## src/rtl/core/sfp_pkg.sv

```systemverilog
// ----------------------------------------------------------------------------
// sfp_pkg: shared constants and types for the sum-16 sensor frame parser
// Frame layout constants, status codes, parser states and the read-out
// address map of the frame store.
// ----------------------------------------------------------------------------
`default_nettype none

package sfp_pkg;

  localparam int unsigned FrameBytesDef = 32;
  localparam int unsigned StoreDepth    = 30;
  localparam int unsigned AddrW         = $clog2(StoreDepth);
  localparam int unsigned PosW          = 6;
  localparam int unsigned FieldW        = 4;
  localparam int unsigned ByteW         = 8;
  localparam int unsigned ValueW        = 16;
  localparam int unsigned StatusW       = 3;

  // frame layout
  localparam int unsigned HdrFirstPos   = 0;
  localparam int unsigned HdrSecondPos  = 1;
  localparam int unsigned LenHighPos    = 2;
  localparam int unsigned LenLowPos     = 3;
  localparam int unsigned WordBasePos   = 4;
  localparam int unsigned VersionPos    = 28;
  localparam int unsigned ErrorPos      = 29;

  localparam logic [ByteW-1:0] HeaderFirst    = 8'h42;
  localparam logic [ByteW-1:0] HeaderSecond   = 8'h4D;
  localparam logic [ByteW-1:0] LengthExpected = 8'd28;

  // result fields
  localparam logic [FieldW-1:0] WordCount  = 4'd12;
  localparam logic [FieldW-1:0] VersionIdx = 4'd12;
  localparam logic [FieldW-1:0] ErrorIdx   = 4'd13;

  typedef enum logic [StatusW-1:0] {
    StOk     = 3'd0,
    StSum    = 3'd1,
    StHeader = 3'd2,
    StLength = 3'd3,
    StSensor = 3'd4
  } status_e;

  typedef enum logic [1:0] {
    SCollect,
    SRdHi,
    SRdLo,
    SLoad
  } state_e;

  // Store address of the high (lo_sel = 0) or low (lo_sel = 1) byte of a
  // result field. Version and error byte are single bytes: both map to one.
  function automatic logic [AddrW-1:0] field_addr(input logic [FieldW-1:0] idx,
                                                  input logic              lo_sel);
    logic [PosW-1:0] a;
    if (idx < WordCount) begin
      a = PosW'(WordBasePos) + {1'b0, idx, 1'b0} + {{(PosW-1){1'b0}}, lo_sel};
    end else begin
      a = PosW'(VersionPos) + {{(PosW-FieldW){1'b0}}, idx - VersionIdx};
    end
    return a[AddrW-1:0];
  endfunction

endpackage

`default_nettype wire

```

## src/rtl/core/sfp_ram.sv

```systemverilog
// ----------------------------------------------------------------------------
// sfp_ram: generic simple dual-port RAM
// One write port, one read port, read data registered.
// ----------------------------------------------------------------------------
`default_nettype none

module sfp_ram #(
  parameter int unsigned Width = 8,
  parameter int unsigned Depth = 30,
  localparam int unsigned AW   = $clog2(Depth)
) (
  input  wire logic             clk_i,
  input  wire logic             we_i,
  input  wire logic [AW-1:0]    waddr_i,
  input  wire logic [Width-1:0] wdata_i,
  input  wire logic [AW-1:0]    raddr_i,
  output logic      [Width-1:0] rdata_o
);

  logic [Width-1:0] mem_q [Depth];
  logic [Width-1:0] rdata_q;

  always_ff @(posedge clk_i) begin
    if (we_i) begin
      mem_q[waddr_i] <= wdata_i;
    end
    rdata_q <= mem_q[raddr_i];
  end

  assign rdata_o = rdata_q;

endmodule

`default_nettype wire

```

## src/rtl/core/sensor_frame_parser_sum16.sv

```systemverilog
// ----------------------------------------------------------------------------
// sensor_frame_parser_sum16: sum-16 checked sensor frame parser
// Collects FRAME_BYTES received bytes, checks sum, header and length, and
// decodes the twelve measurement words, version and error byte.
// ----------------------------------------------------------------------------
// One byte word is taken per cycle while a frame is being collected. Bytes
// 0..29 are written into a 30-entry frame store (registered-read RAM); the
// bytes ahead of the checksum word feed a 16-bit wrapping sum. On the last
// byte the sum, the header 0x42 0x4D and the length word 28 are checked in
// that order. A failed check yields one error result with last set, and the
// parser is ready for the next frame on the following cycle. A good frame
// yields a 14-result burst read out of the frame store: the store has one
// read port and each measurement needs two byte reads, so after an SRdHi
// setup state each result takes SRdLo and SLoad; output stalls stretch it.
// No byte is accepted during the burst. The last byte of a frame also waits
// while an earlier result is still held in the output register. Asserting
// restart with a byte drops the partial frame and makes that byte byte 0.
// ----------------------------------------------------------------------------
`default_nettype none

module sensor_frame_parser_sum16
  import sfp_pkg::*;
#(
  parameter int unsigned FRAME_BYTES = FrameBytesDef
) (
  input  wire logic               clk_i,
  input  wire logic               rst_ni,
  // byte input
  input  wire logic               in_valid_i,
  output logic                    in_ready_o,
  input  wire logic [ByteW-1:0]   rx_byte_i,
  input  wire logic               restart_i,
  // result output
  output logic                    out_valid_o,
  input  wire logic               out_ready_i,
  output logic      [FieldW-1:0]  field_index_o,
  output logic      [ValueW-1:0]  field_value_o,
  output logic      [StatusW-1:0] status_o,
  output logic                    last_o
);

  localparam logic [PosW-1:0] LastPos  = PosW'(FRAME_BYTES - 1);
  localparam logic [PosW-1:0] ChkPos   = PosW'(FRAME_BYTES - 2);
  localparam logic [PosW-1:0] StoreEnd = PosW'(StoreDepth);

  // collection state
  logic [PosW-1:0]   pos_q, pos_d;
  logic [ValueW-1:0] sum_q, sum_d;
  logic [ByteW-1:0]  chk_hi_q, chk_hi_d;

  // per-position check flags, refreshed whenever that store entry is written
  logic hdr0_ok_q, hdr1_ok_q, len_hi_ok_q, len_lo_ok_q, sens_nz_q;

  // read-out state
  state_e            state_q, state_d;
  logic [FieldW-1:0] fld_q, fld_d;
  logic [ByteW-1:0]  hi_q, hi_d;
  status_e           burst_st_q, burst_st_d;

  // output register
  logic               out_valid_q, out_valid_d;
  logic [FieldW-1:0]  out_idx_q, out_idx_d;
  logic [ValueW-1:0]  out_val_q, out_val_d;
  status_e            out_st_q, out_st_d;
  logic               out_last_q, out_last_d;

  // store ports
  logic             st_we;
  logic [AddrW-1:0] st_raddr;
  logic [ByteW-1:0] st_rdata;

  // datapath
  logic [PosW-1:0]   pos_eff;
  logic [ValueW-1:0] sum_base;
  logic [ValueW-1:0] chk_word;
  logic              fire_in;
  logic              is_last_pos;
  logic              in_sum;
  logic              out_free;
  status_e           frame_st;

  sfp_ram #(
    .Width (ByteW),
    .Depth (StoreDepth)
  ) u_store (
    .clk_i   (clk_i),
    .we_i    (st_we),
    .waddr_i (pos_eff[AddrW-1:0]),
    .wdata_i (rx_byte_i),
    .raddr_i (st_raddr),
    .rdata_o (st_rdata)
  );

  // A restart byte counts as byte 0 of a fresh frame.
  assign pos_eff  = restart_i ? '0 : pos_q;
  assign sum_base = restart_i ? '0 : sum_q;

  assign out_free    = !out_valid_q || out_ready_i;
  // last byte must find the output register free (an error result goes there)
  assign in_ready_o  = (state_q == SCollect) && ((pos_q != LastPos) || out_free);
  assign fire_in     = in_valid_i && in_ready_o;
  assign is_last_pos = (pos_eff == LastPos);
  assign in_sum      = (pos_eff < ChkPos);
  assign st_we       = fire_in && in_sum && (pos_eff < StoreEnd);
  assign chk_word    = {chk_hi_q, rx_byte_i};

  // frame checks, first failure wins
  always_comb begin
    if (sum_base != chk_word) begin
      frame_st = StSum;
    end else if (!(hdr0_ok_q && hdr1_ok_q)) begin
      frame_st = StHeader;
    end else if (!(len_hi_ok_q && len_lo_ok_q)) begin
      frame_st = StLength;
    end else begin
      frame_st = StOk;
    end
  end

  // byte position, running sum and checksum high byte
  always_comb begin
    pos_d    = pos_q;
    sum_d    = sum_q;
    chk_hi_d = chk_hi_q;
    if (fire_in) begin
      if (is_last_pos) begin
        pos_d = '0;
        sum_d = '0;
      end else begin
        pos_d = pos_eff + 1'b1;
        sum_d = in_sum ? sum_base + {{(ValueW-ByteW){1'b0}}, rx_byte_i} : sum_base;
      end
      if (pos_eff == ChkPos) begin
        chk_hi_d = rx_byte_i;
      end
    end
  end

  // read-out sequencer and output register loading
  always_comb begin
    state_d    = state_q;
    fld_d      = fld_q;
    hi_d       = hi_q;
    burst_st_d = burst_st_q;
    st_raddr   = field_addr(fld_q, 1'b1);

    out_valid_d = out_valid_q && !out_ready_i;
    out_idx_d   = out_idx_q;
    out_val_d   = out_val_q;
    out_st_d    = out_st_q;
    out_last_d  = out_last_q;

    case (state_q)
      SCollect: begin
        if (fire_in && is_last_pos) begin
          if (frame_st != StOk) begin
            out_valid_d = 1'b1;
            out_idx_d   = '0;
            out_val_d   = '0;
            out_st_d    = frame_st;
            out_last_d  = 1'b1;
          end else begin
            state_d    = SRdHi;
            fld_d      = '0;
            burst_st_d = sens_nz_q ? StSensor : StOk;
          end
        end
      end
      SRdHi: begin
        st_raddr = field_addr(fld_q, 1'b0);
        state_d  = SRdLo;
      end
      SRdLo: begin
        hi_d    = st_rdata;
        state_d = SLoad;
      end
      SLoad: begin
        // address holds on the low byte while the output stalls
        if (out_free) begin
          out_valid_d = 1'b1;
          out_idx_d   = fld_q;
          out_val_d   = (fld_q < WordCount) ? {hi_q, st_rdata}
                                            : {{(ValueW-ByteW){1'b0}}, st_rdata};
          out_st_d    = burst_st_q;
          out_last_d  = (fld_q == ErrorIdx);
          if (fld_q == ErrorIdx) begin
            state_d = SCollect;
          end else begin
            fld_d    = fld_q + 1'b1;
            st_raddr = field_addr(fld_q + 1'b1, 1'b0);
            state_d  = SRdLo;
          end
        end
      end
      default: begin
        state_d = SCollect;
      end
    endcase
  end

  always_ff @(posedge clk_i or negedge rst_ni) begin
    if (!rst_ni) begin
      state_q     <= SCollect;
      pos_q       <= '0;
      sum_q       <= '0;
      chk_hi_q    <= '0;
      fld_q       <= '0;
      out_valid_q <= 1'b0;
    end else begin
      state_q     <= state_d;
      pos_q       <= pos_d;
      sum_q       <= sum_d;
      chk_hi_q    <= chk_hi_d;
      fld_q       <= fld_d;
      out_valid_q <= out_valid_d;
    end
  end

  // payload registers, no reset
  always_ff @(posedge clk_i) begin
    hi_q       <= hi_d;
    burst_st_q <= burst_st_d;
    out_idx_q  <= out_idx_d;
    out_val_q  <= out_val_d;
    out_st_q   <= out_st_d;
    out_last_q <= out_last_d;
    if (st_we) begin
      if (pos_eff == PosW'(HdrFirstPos))  hdr0_ok_q   <= (rx_byte_i == HeaderFirst);
      if (pos_eff == PosW'(HdrSecondPos)) hdr1_ok_q   <= (rx_byte_i == HeaderSecond);
      if (pos_eff == PosW'(LenHighPos))   len_hi_ok_q <= (rx_byte_i == '0);
      if (pos_eff == PosW'(LenLowPos))    len_lo_ok_q <= (rx_byte_i == LengthExpected);
      if (pos_eff == PosW'(ErrorPos))     sens_nz_q   <= (rx_byte_i != '0);
    end
  end

  assign out_valid_o   = out_valid_q;
  assign field_index_o = out_idx_q;
  assign field_value_o = out_val_q;
  assign status_o      = out_st_q;
  assign last_o        = out_last_q;

endmodule

`default_nettype wire

```

## config.mk

```make
export PLATFORM = sky130hd
export DESIGN_NAME = sensor_frame_parser_sum16
export DESIGN_NICKNAME = d
export VERILOG_FILES = /design/src/rtl/core/sfp_pkg.sv /design/src/rtl/core/sfp_ram.sv /design/src/rtl/core/sensor_frame_parser_sum16.sv
export SDC_FILE = /design/constraint.sdc
export NUM_CORES = 1
export LEC_CHECK = 0
export ABC_CLOCK_PERIOD_IN_PS = 7100
export BUFFER_PORTS_ARGS = -buffer_cell sky130_fd_sc_hd__buf_2
export CORE_ASPECT_RATIO = 0.5
export CORE_MARGIN = 2
export CORE_UTILIZATION = 37
export DETAILED_ROUTE_END_ITERATION = 8
export PLACE_DENSITY_LB_ADDON = 0.3
export SLEW_MARGIN = 20
export SYNTH_ARGS = -nofsm -noshare
export SYNTH_HDL_FRONTEND = slang
export SYNTH_SLANG_ARGS = --single-unit
```

## constraint.sdc

```tcl
create_clock -name clk_i -period 7.1 [get_ports clk_i]
set_input_delay 0.71 -clock clk_i [delete_from_list [all_inputs] [get_ports clk_i]]
set_output_delay 0.71 -clock clk_i [all_outputs]
set_load 0.03 [all_outputs]
```

==> flow_summary.ini <==
[placed_design]
dp_cells = 1454
hpwl_mm = 19.6
gp_congestion = 0.830
port_buffers = 38

[clock_tree]
clock-root-buffer = clkbuf_16
postCtsSetupBuffers = 0
cts_buffers = 30
post_cts_resized = 0
clock_path_buffers = 3
htree_levels = 1
clk_pin_slew_ns = 0.07
cts_hold_buf = 0
cts_num_sinks = 323
cts_tree = done
clkLatencyLatePin_ns = 0.56

[worst_setup_path]
slowest_delay_ns = 0.87
reg2reg_depth = 10
r2r-end = u_store.rdata_o[0]
reg2reg_from = state_q[1]
worst-setup-path-type = reg2reg
end_kind = register
cp-start-kind = register
critPathTopFamily = compound AO/OA/AOI/OAI gates
path_cells = ha_1 -> inv_1 -> nor2_1 -> a31oi_1 -> a31oi_4 -> buf_4 -> mux2_4 -> mux4_2 -> nor3_1 -> nor4_1
required_ns = 7.53
crit_slowest_cell = a31oi_4
cp_num_buf_inv = 2
worst_ep_arrival_time_ns = 4.99
crit_fanout = 33
rrSetupSlack_ns = 2.55

[die]
die_x_um = 279
pin_count = 39
dieArea_um2 = 39400
core_area_um2 = 37300
rows = 50
die_h_um = 141
start_util = 0.374

[global_route]
grt_use_total = 0.157
antenna_found_initial = 0
first_global_vias = 7851
grt_max_degree = 52
grt_pass1_wl_mm = 47.4
grt_overflow = 0

[final_layout]
register_area_um2 = 9430
area_growth_pct = 12.1
multi_input_area_um2 = 4240
fill_cells = 3370
final_common_cell = edfxtp_1
finalNonFillerCells = 1510
n_antenna_cell = 0
drive_gt1_frac = 0.134
nNetsFinal = 1027
layout_common_cells = edfxtp_1 (278), mux2i_1 (146), nor2_1 (63)

[sta]
max_freq_ghz = 0.220
maxSlewHeadroom = 0.187
finalMaxSlewViolations = 0
hold_violations = 0
fin_crit_ns = 4.55
finalClockSkew_ns = 0.0140
fin_crit_sh = 0.641
worst_pin_slew_ns = 1.21
setup_violations = 0
tns_ns = 0
rsz0062_at_grt = no

[synthesis]
synth_compound_area_frac = 0.0574
synth_edf_count = 278
syn-num-nets = 983
yosysTopAreaCellShare = 0.598
synth_adder_area_share = 0.0203
async_flop_share = 0.115
yosysTopAreaCell = edfxtp_1
ys_warn_count = 0
synth_flop_cell = edfxtp_1
seq_area_frac_synth = 0.676
synth_top_family_by_area = multiplexers
syn_area_per_cell_um2 = 14.7
synthXorXnorAreaFrac = 0.00565
synth_cells = 948
synthTopCellsByArea = edfxtp_1 (60%), mux2i_1 (10%), dfrtp_1 (6.6%)
ys_ff_latch = 323
synth.cell_area_um2 = 14000
muxShareOfSynthArea = 0.140
yosys.area_share.simple = 0.0796
synthDistinctLibCells = 65

[route]
viasPerCell = 5.27
ant_nets = 0
drt_pass1_iterations = 5
drt_iter0_drc = 740
wl_per_cell_um = 20.4
drc = 0
vias = 7962
drt-total-wl_mm = 30.8

[job]
maxCapViolations = 0

[power_and_ir_drop]
power_density_nw_per_um2 = 250
vdd_drop_max_v = 0.000182
leakage_nw = 5.02

[min_path]
min_path_type = in2async

[status]
outcome = completed
## routing by layer
metal  global-route usage  routed length (um)  up-vias
met5                    0                   0        -
met4               0.0331                 474        0
met3               0.0245                1640       38
met2                0.242               13600      220
met1                0.236               15000     3993
li1                     -                   -     3711
## metrics by stage
| step | utilization | cell area (um^2) | hold slack [ns] | total power, mW | setup WS (ns) |
|---|---|---|---|---|---|
| finish | 0.420 | 15600 | 0.283 | 3.92 | 2.55 |
| global route | 0.420 | 15600 | 0.341 | 4.04 | 2.12 |
| CTS | 0.420 | 15600 | 0.298 | 3.94 | 2.51 |
| detailed placement | 0.393 | 14700 | 0.452 | 2.34 | 2.53 |
| global placement | 0.393 | 14700 | 0.455 | 2.34 | 2.67 |
| floorplan | - | 14000 | 0.400 | 2.27 | 3.40 |
## final cells by class
type | count | share of cell area
multi-input combinational | 563 | 0.271
timing repair buffer | 49 | 0.0174
tap | 494 | 0.0395
clock inverter | 10 | 0.00672
inverter | 25 | 0.00600
sequential | 323 | 0.603
clock buffer | 46 | 0.0564
## worst max-delay path by stage
stage / from / endpoint / slack [ns] / cells after the start
2_1_floorplan: restart_i / field_index_o[0] / 3.40 / 14
3_3_place_gp: state_q[1] / u_store.rdata_o[6] / 2.67 / 10
3_5_place_dp: state_q[1] / u_store.rdata_o[1] / 2.53 / 10
4_1_cts: state_q[1] / u_store.rdata_o[5] / 2.51 / 10
5_1_grt: state_q[1] / u_store.rdata_o[1] / 2.12 / 10
6_report: state_q[1] / u_store.rdata_o[0] / 2.55 / 10
## synthesized netlist by cell type, types with 15 or more instances
library cell    n
and2_1         15
inv_1          25
o22ai_1        26
nor2_1         63
nor3_1         19
o21ai_0        32
a21oi_1        19
dfrtp_1        37
nand2_1        57
mux2i_1       146
ha_1           21
clkbuf_1       15
mux2_2         19
edfxtp_1      278
## where the power goes
group | switching [mW] | total (mW) | internal (mW) | leakage, nW
Clock | 0.682 | 1.61 | 0.928 | 0.484
Sequential | 0.0258 | 2.12 | 2.09 | 3.01
Combinational | 0.126 | 0.186 | 0.0602 | 1.53
Total | 0.834 | 3.92 | 3.08 | 5.02
## kinds of logic (layout without fill, tap and decap cells)
group,after synthesis,count (layout)
simple gates,227,227
xor+xnor,9,9
flops,323,323
mux,180,180
compound gates,125,125
fa+ha+maj,22,22
buf+inv,62,130
## registers in the layout (all words and copies together), names as in the netlist, 6 cells and up
register / flops
pos_q: 6
sum_q: 16
u_store.mem_q: 240
chk_hi_q: 8
u_store.rdata_o: 8
field_value_o: 16
hi_q: 8
(Power assumes the default switching activity.)
